===== config.mk =====
export PLATFORM = sky130hd
export DESIGN_NAME = sliding_median_wind_speed
export DESIGN_NICKNAME = d
export VERILOG_FILES = /design/src/smws_pkg.sv /design/src/smws_conv.sv /design/src/smws_cell.sv /design/src/sliding_median_wind_speed.sv
export VERILOG_INCLUDE_DIRS = /design/src /design/src/src
export SDC_FILE = /design/constraint.sdc
export NUM_CORES = 2
export LEC_CHECK = 0
export BUFFER_PORTS_ARGS = -buffer_cell sky130_fd_sc_hd__buf_4
export CORE_AREA = 4 4 220 276
export DETAILED_ROUTE_END_ITERATION = 7
export DIE_AREA = 0 0 224 280
export GPL_TIMING_DRIVEN = 0
export PLACE_DENSITY = 0.63
export SLEW_MARGIN = 0
export SYNTH_ARGS = -nofsm -noshare
export SYNTH_HDL_FRONTEND = slang
export SYNTH_SLANG_ARGS = --single-unit
export TNS_END_PERCENT = 30

===== constraint.sdc =====
create_clock -name aclk -period 23.6 [get_ports aclk]
set_input_delay 4.72 -clock aclk [delete_from_list [all_inputs] [get_ports aclk]]
set_output_delay 4.72 -clock aclk [all_outputs]
set_load 0.01 [all_outputs]

===== src/sliding_median_wind_speed_assert.svh =====
// Assertion macros for the sliding-window wind-speed median filter.
// Included by the top level; depends on nothing else.
`ifndef SLIDING_MEDIAN_WIND_SPEED_ASSERT_SVH
`define SLIDING_MEDIAN_WIND_SPEED_ASSERT_SVH

// Same-cycle implication, checked outside reset.
`define SMWS_ASSERT_NOW(label, clk, rstn, ante, cons, msg) \
    label: assert property (@(posedge clk) disable iff (!rstn) (ante) |-> (cons)) \
        else $error(msg);

// Next-cycle implication, checked outside reset.
`define SMWS_ASSERT_NEXT(label, clk, rstn, ante, cons, msg) \
    label: assert property (@(posedge clk) disable iff (!rstn) (ante) |=> (cons)) \
        else $error(msg);

`endif


===== src/smws_pkg.sv =====
// Shared types and constants for the sliding-window wind-speed median filter.
// No dependencies; imported by the converter, the sorting cell and the top level.
package smws_pkg;

    localparam int SPEED_W = 16;
    localparam int KMH_W   = 18;
    // Ages count up to the largest supported window less one.
    localparam int AGE_W   = 4;

    // x*36+5 fits in 22 bits; division by ten is a multiply by ceil(2^25/10).
    localparam int             SCALED_W  = 22;
    localparam int             DIV_SHIFT = 25;
    localparam int             PROD_W    = 2 * SCALED_W;
    localparam logic [SCALED_W-1:0] DIV_MUL   = 22'd3355444;
    localparam logic [SCALED_W-1:0] ROUND_ADD = 22'd5;

    typedef struct packed {
        logic             present;
        logic [KMH_W-1:0] value;
        logic [AGE_W-1:0] age;
        logic             del;     // the oldest entry sits at or below this cell
    } cell_link_t;

endpackage


===== src/smws_conv.sv =====
// Conversion of hundredths of m/s to hundredths of km/h, rounded to nearest.
// Depends on smws_pkg.
module smws_conv
    import smws_pkg::*;
(
    input  logic [SPEED_W-1:0] speed_ms_centi,
    output logic [KMH_W-1:0]   kmh_centi
);

    logic [SCALED_W-1:0] scaled;
    logic [PROD_W-1:0]   product;

    // x*36 as x*32 + x*4, then the rounding offset.
    assign scaled  = {1'b0, speed_ms_centi, 5'b0} + {4'b0, speed_ms_centi, 2'b0} + ROUND_ADD;
    assign product = {{SCALED_W{1'b0}}, scaled} * {{SCALED_W{1'b0}}, DIV_MUL};
    assign kmh_centi = product[DIV_SHIFT +: KMH_W];

endmodule


===== src/smws_cell.sv =====
// One cell of the sorted window: holds a value and its age, and on each update
// drops the oldest entry and inserts the new one using only its neighbours.
// Depends on smws_pkg.
module smws_cell
    import smws_pkg::*;
#(
    parameter logic [AGE_W-1:0] INIT_AGE = '0,
    parameter logic [AGE_W-1:0] LAST_AGE = '1
) (
    input  logic             aclk,
    input  logic             aresetn,
    input  logic             update,
    input  logic [KMH_W-1:0] new_value,
    input  cell_link_t       lo,
    input  cell_link_t       hi,
    output cell_link_t       me
);

    logic [KMH_W-1:0] value_reg, value_next;
    logic [AGE_W-1:0] age_reg, age_next;
    logic             del_here;
    logic             cur_valid;
    logic [KMH_W-1:0] cur_value;
    logic [AGE_W-1:0] cur_age;
    logic [KMH_W-1:0] prev_value;
    logic [AGE_W-1:0] prev_age;
    logic             cur_le;
    logic             prev_le;

    assign del_here = lo.del | (age_reg == LAST_AGE);

    assign me.present = 1'b1;
    assign me.value   = value_reg;
    assign me.age     = age_reg;
    assign me.del     = del_here;

    // Window with the oldest entry taken out: this position and the one below.
    always_comb begin
        if (del_here) begin
            cur_valid = hi.present;
            cur_value = hi.value;
            cur_age   = hi.age;
        end else begin
            cur_valid = 1'b1;
            cur_value = value_reg;
            cur_age   = age_reg;
        end
        if (lo.del) begin
            prev_value = value_reg;
            prev_age   = age_reg;
        end else begin
            prev_value = lo.value;
            prev_age   = lo.age;
        end
        cur_le  = cur_valid && (cur_value <= new_value);
        prev_le = lo.present && (prev_value <= new_value);

        if (cur_le) begin
            value_next = cur_value;
            age_next   = cur_age + 1'b1;
        end else if (!lo.present || prev_le) begin
            value_next = new_value;
            age_next   = '0;
        end else begin
            value_next = prev_value;
            age_next   = prev_age + 1'b1;
        end
    end

    always_ff @(posedge aclk) begin
        if (!aresetn) begin
            value_reg <= '0;
            age_reg   <= INIT_AGE;
        end else if (update) begin
            value_reg <= value_next;
            age_reg   <= age_next;
        end
    end

endmodule


===== src/sliding_median_wind_speed.sv =====
// Sliding-window median of wind speed. Each transaction on the slave side
// carries one sample in hundredths of m/s; each master transaction returns
// that sample in hundredths of km/h and the median of the last WINDOW samples
// (floor of the middle-pair mean for an even window). Reset fills the window
// with zeros, which count as samples until overwritten. One sample is taken
// per clock cycle while no result waits unread: the converted sample is
// registered on acceptance, then the row of sorting cells updates from it,
// and then the median is registered together with that converted sample.
// The whole pipeline stalls only while a result waits unread.
// Depends on smws_pkg, smws_conv, smws_cell and the assertion macro header.
`include "sliding_median_wind_speed_assert.svh"

module sliding_median_wind_speed
    import smws_pkg::*;
#(
    parameter int WINDOW = 10
) (
    input  logic        aclk,
    input  logic        aresetn,
    input  logic        s_tvalid,
    output logic        s_tready,
    input  logic [15:0] s_tdata,   // [15:0] speed_ms_centi
    output logic        m_tvalid,
    input  logic        m_tready,
    output logic [39:0] m_tdata    // [17:0] latest_kmh_centi, [35:18] median_kmh_centi
);

    localparam int MID = WINDOW / 2;

    logic             advance;
    logic [KMH_W-1:0] kmh_conv;

    logic             stage1_valid_reg;
    logic [KMH_W-1:0] stage1_kmh_reg;
    logic             stage2_valid_reg;
    logic [KMH_W-1:0] stage2_kmh_reg;
    logic             out_valid_reg;
    logic [KMH_W-1:0] out_latest_reg;
    logic [KMH_W-1:0] out_median_reg;
    logic [KMH_W-1:0] median_next;

    cell_link_t       link [WINDOW];
    logic [WINDOW-1:0] oldest_vec;
    logic [WINDOW-2:0] order_ok;

    assign advance  = !out_valid_reg || m_tready;
    assign s_tready = advance;
    assign m_tvalid = out_valid_reg;
    assign m_tdata  = {4'b0, out_median_reg, out_latest_reg};

    smws_conv u_conv (
        .speed_ms_centi (s_tdata[SPEED_W-1:0]),
        .kmh_centi      (kmh_conv)
    );

    genvar gi;
    generate
        for (gi = 0; gi < WINDOW; gi++) begin : g_cell
            cell_link_t lo_link;
            cell_link_t hi_link;
            if (gi == 0) begin : g_bottom
                assign lo_link = '0;
            end else begin : g_lo
                assign lo_link = link[gi-1];
            end
            if (gi == WINDOW - 1) begin : g_top
                assign hi_link = '0;
            end else begin : g_hi
                assign hi_link = link[gi+1];
            end

            smws_cell #(
                .INIT_AGE (AGE_W'(gi)),
                .LAST_AGE (AGE_W'(WINDOW - 1))
            ) u_cell (
                .aclk      (aclk),
                .aresetn   (aresetn),
                .update    (advance && stage1_valid_reg),
                .new_value (stage1_kmh_reg),
                .lo        (lo_link),
                .hi        (hi_link),
                .me        (link[gi])
            );

            assign oldest_vec[gi] = (link[gi].age == AGE_W'(WINDOW - 1));
            if (gi < WINDOW - 1) begin : g_order
                assign order_ok[gi] = (link[gi].value <= link[gi+1].value);
            end
        end

        if ((WINDOW % 2) == 0) begin : g_even
            logic [KMH_W:0] pair_sum;
            assign pair_sum    = {1'b0, link[MID-1].value} + {1'b0, link[MID].value};
            assign median_next = pair_sum[KMH_W:1];
        end else begin : g_odd
            assign median_next = link[MID].value;
        end
    endgenerate

    always_ff @(posedge aclk) begin
        if (!aresetn) begin
            stage1_valid_reg <= 1'b0;
            stage2_valid_reg <= 1'b0;
            out_valid_reg    <= 1'b0;
        end else if (advance) begin
            stage1_valid_reg <= s_tvalid;
            stage2_valid_reg <= stage1_valid_reg;
            out_valid_reg    <= stage2_valid_reg;
        end
    end

    always_ff @(posedge aclk) begin
        if (advance) begin
            stage1_kmh_reg <= kmh_conv;
            stage2_kmh_reg <= stage1_kmh_reg;
            out_latest_reg <= stage2_kmh_reg;
            out_median_reg <= median_next;
        end
    end

    // Exactly one cell holds the oldest sample, and the row stays in ascending order.
    `SMWS_ASSERT_NOW(a_one_oldest, aclk, aresetn, 1'b1, $onehot(oldest_vec), "oldest entry not unique")
    `SMWS_ASSERT_NEXT(a_row_sorted, aclk, aresetn, 1'b1, (&order_ok), "cell row out of order")

endmodule

After elaboration in Yosys (flattened, before gate mapping). Index checks and enable logic that the tools add are counted.

Flip-flop bits (word level): 295. Input port bits: 20. Output and inout bits: 42. Word-level logic and storage cells: 133.

$add $sub $neg: 13. $mul: 1. $lt $le $gt $ge: 10. Equal/unequal tests: 10. Mux-type cells: 59. Bitwise logic cells: 9. Reductions and logical operators: 4.

Operators with widths (number): two-way mux 18 bit (29); less-or-equal comparator 18 bit (10); two-way mux 4 bit (29); multiplier 22 x 20 -> 41 bit (second input constant) (1); adder 4 x 1 -> 4 bit (second input constant) (10); == test 4 bit (second input constant) (10); adder 21 x 18 -> 22 bit (1); adder 22 x 3 -> 22 bit (second input constant) (1); adder 18 x 18 -> 19 bit (1); OR 1 bit (9); logical AND 1 bit (2); zero test 1 bit (1); logical OR 1 bit (1); two-way mux 1 bit (1).

Logic depth before layout (Yosys ltp).
Depth after elaboration: 14. Mapped depth: 31. Mapped depth without buffers: 31.

Cells and area by module. A second synthesis with hierarchy kept.

Cell total of the unflattened synthesis: 4207. Area, all modules: 38699.6 um2.

By module, submodules not included: smws_conv (times used 1, cells an instance 780, area each 7719.9 um2, seq. area each 0.0 um2); sliding_median_wind_speed (times used 1, cells an instance 225, area each 3306.9 um2, seq. area each 2222.1 um2); smws_cell (g_cell[6].u_cell) (times used 1, cells an instance 334, area each 2836.5 um2, seq. area each 440.4 um2); smws_cell (g_cell[7].u_cell) (times used 1, cells an instance 317, area each 2832.7 um2, seq. area each 440.4 um2); smws_cell (g_cell[8].u_cell) (times used 1, cells an instance 303, area each 2805.2 um2, seq. area each 440.4 um2); smws_cell (g_cell[2].u_cell) (times used 1, cells an instance 334, area each 2800.2 um2, seq. area each 440.4 um2); smws_cell (g_cell[3].u_cell) (times used 1, cells an instance 319, area each 2777.7 um2, seq. area each 440.4 um2); smws_cell (g_cell[5].u_cell) (times used 1, cells an instance 331, area each 2747.6 um2, seq. area each 440.4 um2); smws_cell (g_cell[9].u_cell) (times used 1, cells an instance 327, area each 2735.1 um2, seq. area each 440.4 um2); smws_cell (g_cell[1].u_cell) (times used 1, cells an instance 328, area each 2726.4 um2, seq. area each 440.4 um2); smws_cell (g_cell[0].u_cell) (times used 1, cells an instance 315, area each 2715.1 um2, seq. area each 440.4 um2); smws_cell (g_cell[4].u_cell) (times used 1, cells an instance 294, area each 2696.3 um2, seq. area each 440.4 um2).

Worst setup path after synthesis. No wires, ideal clock.

Path kind: input to register. Start: input port s_tdata[0]. End: register stage1_kmh_reg[10], data pin. Library setup time: 0.262 ns. Arrival: 11.784 ns. Required time: 23.338 ns. Slack: 11.554 ns. Stages on the path: 29. Path buffers: 0. Path through: ha_1 -> a41o_1 -> a21oi_2 -> o21bai_1 -> a41o_1 -> o41ai_4 -> o31ai_1 -> o21ai_2 -> xor2_2 -> inv_2 -> ha_1 -> fa_1 -> ha_1 -> inv_1 -> fa_1 -> inv_1 -> fa_1 -> fa_1 -> fa_1 -> ha_1 -> nand2_1 -> o21ai_0 -> a2111oi_0 -> a211oi_1 -> a21oi_2 -> o21ai_1 -> a21oi_1 -> o21bai_1 -> xor2_1.

Cells in the longest elaborated chain, start to end: 3.

Ends and longest elaborated chain: from (decl) (line sliding_median_wind_speed.sv:22) `input logic [15:0] s_tdata,`; adder 21 x 18 -> 22 bit (line smws_conv.sv:14) `assign scaled = {1'b0, speed_ms_centi, 5'b0} + {4'b0, speed_ms_centi, 2'b0} + ROUND_ADD;`; adder 22 x 3 -> 22 bit (line smws_conv.sv:14); multiplier 22 x 20 -> 41 bit (line smws_conv.sv:15) `assign product = {{SCALED_W{1'b0}}, scaled} * {{SCALED_W{1'b0}}, DIV_MUL};`; named net kmh_conv[10] (line sliding_median_wind_speed.sv:31) `logic [KMH_W-1:0] kmh_conv;`; to (signal assigned) (line sliding_median_wind_speed.sv:114) `stage1_kmh_reg <= kmh_conv;`; to (decl) (line sliding_median_wind_speed.sv:34) `logic [KMH_W-1:0] stage1_kmh_reg;`.

The timed path passes the listed nets, and every way through them passes these cells. A chain may end at the register's enable or synchronous reset.

Worst setup path in the final report.
Start: input port s_tdata[0]. End: register stage1_kmh_reg[7], data pin.

The elaborated chain is that of the path after synthesis.

==> reports/summary.md <==
- **Crit path max-delay family** compound AO/OA/AOI/OAI gates
- **antenna violations before repair** 1
- **number of buffers added to fix hold violations after cts** 0
- **Warnings, synthesis** 0
- **antenna violation net count after detailed routing** 0
- **delay of the slowest cell on the worst path** 0.77 ns
- **standard cell with the maximum stage delay on the critical path** sky130_fd_sc_hd__a211oi_1
- **CTS buffer count** 34
- **IO Count** 62
- **first-pass GRT wire length** 145 mm
- **element type at the critical path start** input port
- **overall via count from detail_route** 24700
- **gate count of the mapped netlist** 3196
- **number of levels in the clock H-tree** 2
- **CP dominant cell by count** sky130_fd_sc_hd__fa_1
- **max FFs per register** 180
- **reg2reg setup slack** 18.11 ns
- **register area share after synthesis** 23.0%
- **f_max** 75.9 MHz
- **Distinct cells, synth** 81
- **number of cells after detailed placement** 4014
- **cell depth of the worst hold path** 0
- **number of post-CTS setup repair buffers** 0
- **global router's overall resource usage** 29.8%
- **TritonCTS clock tree** built
- **sequential cell area in the final layout** 0.00663 sq mm
- **sum of routed wire length over all layers** 96.3 mm
- **fill count** 5379
- **RSZ-0062 raised after global routing** no
- **worst-skew pair later-pin latency** 0.56 ns
- **non-filler cells, final** 4076
- **Buffers & Inverters on Critical Path** 5
- **Post-layout nets** 3867
- **number of DRC violations after detailed routing** 0
- **final non-filler cell area** 0.0313 sq mm
- **Worst Setup Path Type** in2reg
- **area taken by multi-input logic gates** 0.0203 sq mm
- **number of sinks driven by the clock tree** 295
- **reg-to-reg critical path endpoint** g_cell[3].u_cell.value_reg[0]
- **flip-flop and latch count after synthesis** 295
- **area of the core region** 0.0581 sq mm
- **total grt overflow** 0
- **capturing element type of the critical path** register
- **DRT iter0 DRCs** 1900
- **setup clock skew after layout** 0.0300 ns
- **iteration count of the initial detailed-routing pass** 8
- **via count of the first global-routing pass** 25000
- **Starting Density** 49.5%
- **setup total negative slack** 0 ns
- **Critical Path RT** 23.91 ns
- **share of cells above drive strength 1** 9.52%
- **GP Congestion** 1.01
- **Hold/Removal Path Class** reg2reg
- **count of cells along the worst register-to-register path** 15
- **Max Cap Violations** 0
- **Final Critical Period** 13.17 ns
- **maximum buffer depth of the clock tree** 3
- **count of standard-cell rows** 99
- **Root Buffer Master** sky130_fd_sc_hd__clkbuf_16
- **Worst Path Max Fanout** 7
- **CTS clk-pin slew, worst paths** 0.06 ns
- **final hold violations** 0
- **startpoint of the worst register-to-register path** stage1_kmh_reg[11]
- **worst hold path startpoint** stage2_kmh_reg[10]
- **maximum number of pins on one net before global-route repair** 74
- **Die X** 224 microns
- **final setup fails** 0
- **total standard cell area after synthesis** 0.0288 sq mm
- **cts repair resizes** 0
- **cell area after placement** 0.0302 sq mm
- **data arrival at the endpoint of the critical path** 13.48 ns
- **HPWL after DPL** 75.1 mm
- **EDFF count, synth** 72
- **synth-to-layout area growth** 8.68%
- **terminating pin of the worst hold path** out_latest_reg[10]
- **run status** completed
- **IO Port Bufs** 57
- **Max-Slew Margin vs Limit** 16.1%
- **Final Max Tran Viols** 0
- **Async SR Flop Fraction** 0%
- **die area** 0.0627 sq mm
- **Worst Max-Slew Pin Slew** 1.26 ns
- **fraction of the cycle the final worst path needs** 55.8%
- **post-synthesis average cell area** 9.00 sq um
- **routed length per instance** 23.6 microns
- **DR vias/cell** 6.05
- **commonest register cell after synthesis** sky130_fd_sc_hd__dfxtp_1
- **DIE HEIGHT** 280 microns
==> worst max path at each step <==
| stage | from | to | slack [ns] | depth (start not counted) |
|---|---|---|---|---|
| CTS | s_tdata[0] | stage1_kmh_reg[10] | 10.37 | 30 |
| floorplan | s_tdata[0] | stage1_kmh_reg[10] | 11.55 | 29 |
| detailed placement | s_tdata[0] | stage1_kmh_reg[10] | 9.82 | 30 |
| global route | s_tdata[0] | stage1_kmh_reg[10] | 10.05 | 30 |
| finish | s_tdata[0] | stage1_kmh_reg[7] | 10.43 | 30 |
| global placement | s_tdata[0] | stage1_kmh_reg[10] | 9.84 | 30 |
==> synthesized netlist by cell type (5+ instances only) <==
cell type | number | area share (%)
sky130_fd_sc_hd__ha_1 | 409 | 18
sky130_fd_sc_hd__inv_1 | 304 | 4.0
sky130_fd_sc_hd__nand2_1 | 293 | 3.8
sky130_fd_sc_hd__o21ai_0 | 238 | 4.1
sky130_fd_sc_hd__a21oi_1 | 237 | 4.1
sky130_fd_sc_hd__dfxtp_1 | 223 | 16
sky130_fd_sc_hd__mux2i_1 | 170 | 5.9
sky130_fd_sc_hd__mux2_2 | 147 | 5.8
sky130_fd_sc_hd__fa_1 | 145 | 10
sky130_fd_sc_hd__clkbuf_1 | 139 | 1.8
sky130_fd_sc_hd__nor2_1 | 94 | 1.2
sky130_fd_sc_hd__a21o_1 | 89 | 2.3
sky130_fd_sc_hd__edfxtp_1 | 72 | 7.5
sky130_fd_sc_hd__a31oi_1 | 64 | 1.4
sky130_fd_sc_hd__xnor2_1 | 54 | 1.6
sky130_fd_sc_hd__nand3_1 | 47 | 0.82
sky130_fd_sc_hd__nand4_1 | 39 | 0.85
sky130_fd_sc_hd__nor3b_1 | 39 | 1.0
sky130_fd_sc_hd__nor3_1 | 36 | 0.63
sky130_fd_sc_hd__o211a_1 | 36 | 1.3
sky130_fd_sc_hd__o211ai_1 | 33 | 0.86
sky130_fd_sc_hd__xor2_1 | 28 | 0.85
sky130_fd_sc_hd__and2_1 | 26 | 0.57
sky130_fd_sc_hd__buf_2 | 23 | 0.40
sky130_fd_sc_hd__a211oi_1 | 19 | 0.50
sky130_fd_sc_hd__o21ai_1 | 18 | 0.31
sky130_fd_sc_hd__nor2b_1 | 16 | 0.35
sky130_fd_sc_hd__nand2b_1 | 15 | 0.33
sky130_fd_sc_hd__o21a_1 | 12 | 0.31
sky130_fd_sc_hd__buf_1 | 10 | 0.13
sky130_fd_sc_hd__a221oi_1 | 8 | 0.24
sky130_fd_sc_hd__or2_2 | 7 | 0.15
sky130_fd_sc_hd__and4_1 | 6 | 0.18
sky130_fd_sc_hd__buf_4 | 6 | 0.16
sky130_fd_sc_hd__a22oi_1 | 5 | 0.13
sky130_fd_sc_hd__and3_1 | 5 | 0.11
==> stage by stage <==
| stage | setup WS (ns) | utilization [%] | hold slack, ns |
|---|---|---|---|
| floorplan | 11.55 | - | 0.400 |
| finish | 10.43 | 53.8 | 0.417 |
| detailed placement | 9.82 | 52.0 | 0.406 |
| CTS | 10.37 | 53.8 | 0.417 |
| global route | 10.05 | 53.8 | 0.421 |
| global placement | 9.84 | 51.9 | 0.403 |
==> routing by layer <==
| metal | up-vias | wire length [microns] | track usage, % |
|---|---|---|---|
| li1 | 11600 | - | - |
| met4 | 2 | 7640 | 20.0 |
| met1 | 11900 | 37000 | 34.6 |
| met2 | 922 | 46300 | 51.6 |
| met3 | 281 | 5270 | 3.67 |
| met5 | - | 18 | 0 |
==> layout by cell type, fill, tap and decap left out, types with 39 or more instances in the layout <==
cell | netlist | routed
sky130_fd_sc_hd__a21o_1 | 89 | 89
sky130_fd_sc_hd__inv_1 | 304 | 303
sky130_fd_sc_hd__fa_1 | 145 | 145
sky130_fd_sc_hd__ha_1 | 409 | 409
sky130_fd_sc_hd__clkbuf_1 | 139 | 150
sky130_fd_sc_hd__a31oi_1 | 64 | 64
sky130_fd_sc_hd__a21oi_1 | 237 | 237
sky130_fd_sc_hd__buf_4 | 6 | 63
sky130_fd_sc_hd__xnor2_1 | 54 | 54
sky130_fd_sc_hd__mux2_2 | 147 | 147
sky130_fd_sc_hd__dfxtp_1 | 223 | 223
sky130_fd_sc_hd__mux2i_1 | 170 | 170
sky130_fd_sc_hd__nor3b_1 | 39 | 39
sky130_fd_sc_hd__o21ai_0 | 238 | 238
sky130_fd_sc_hd__nand4_1 | 39 | 39
sky130_fd_sc_hd__nand3_1 | 47 | 47
sky130_fd_sc_hd__nor2_1 | 94 | 94
sky130_fd_sc_hd__nand2_1 | 293 | 293
sky130_fd_sc_hd__edfxtp_1 | 72 | 72
==> cell type report <==
| type | count | share of cell area (%) |
|---|---|---|
| antenna | 1 | 0.00800 |
| buffer | 179 | 2.34 |
| clock buffer | 49 | 3.03 |
| clock inverter | 12 | 0.420 |
| inverter | 306 | 3.68 |
| multi-input combinational | 2419 | 64.8 |
| sequential | 295 | 21.2 |
| tap | 757 | 3.03 |
| timing repair buffer | 58 | 1.46 |
==> cells by family after synthesis <==
family | Yosys count | share of synthesized area (%)
buf+inv | 485 | 6.53
simple gates | 648 | 11.0
compound gates | 813 | 17.3
other cells | 1 | 0.0130
mux | 317 | 11.7
fa+ha+maj | 554 | 27.9
flops | 295 | 23.0
xor+xnor | 83 | 2.55
==> worst register-to-register path, stage by stage, from the launching register on <==
cell	delay [ns]
sky130_fd_sc_hd__edfxtp_1	0.34
sky130_fd_sc_hd__clkbuf_1	0.83
sky130_fd_sc_hd__inv_1	0.95
sky130_fd_sc_hd__ha_1	0.62
sky130_fd_sc_hd__a21o_1	0.11
sky130_fd_sc_hd__a21o_1	0.10
sky130_fd_sc_hd__a21oi_1	0.07
sky130_fd_sc_hd__o21ai_0	0.26
sky130_fd_sc_hd__a21oi_1	0.08
sky130_fd_sc_hd__a41oi_1	0.34
sky130_fd_sc_hd__buf_2	0.33
sky130_fd_sc_hd__clkbuf_1	0.42
sky130_fd_sc_hd__clkbuf_1	0.54
sky130_fd_sc_hd__nor3_1	0.11
sky130_fd_sc_hd__a31oi_1	0.16
sky130_fd_sc_hd__o21ai_0	0.10
Power is not shown: default switching activity piles up to over one toggle a cycle in this logic, so the estimate is an artifact.
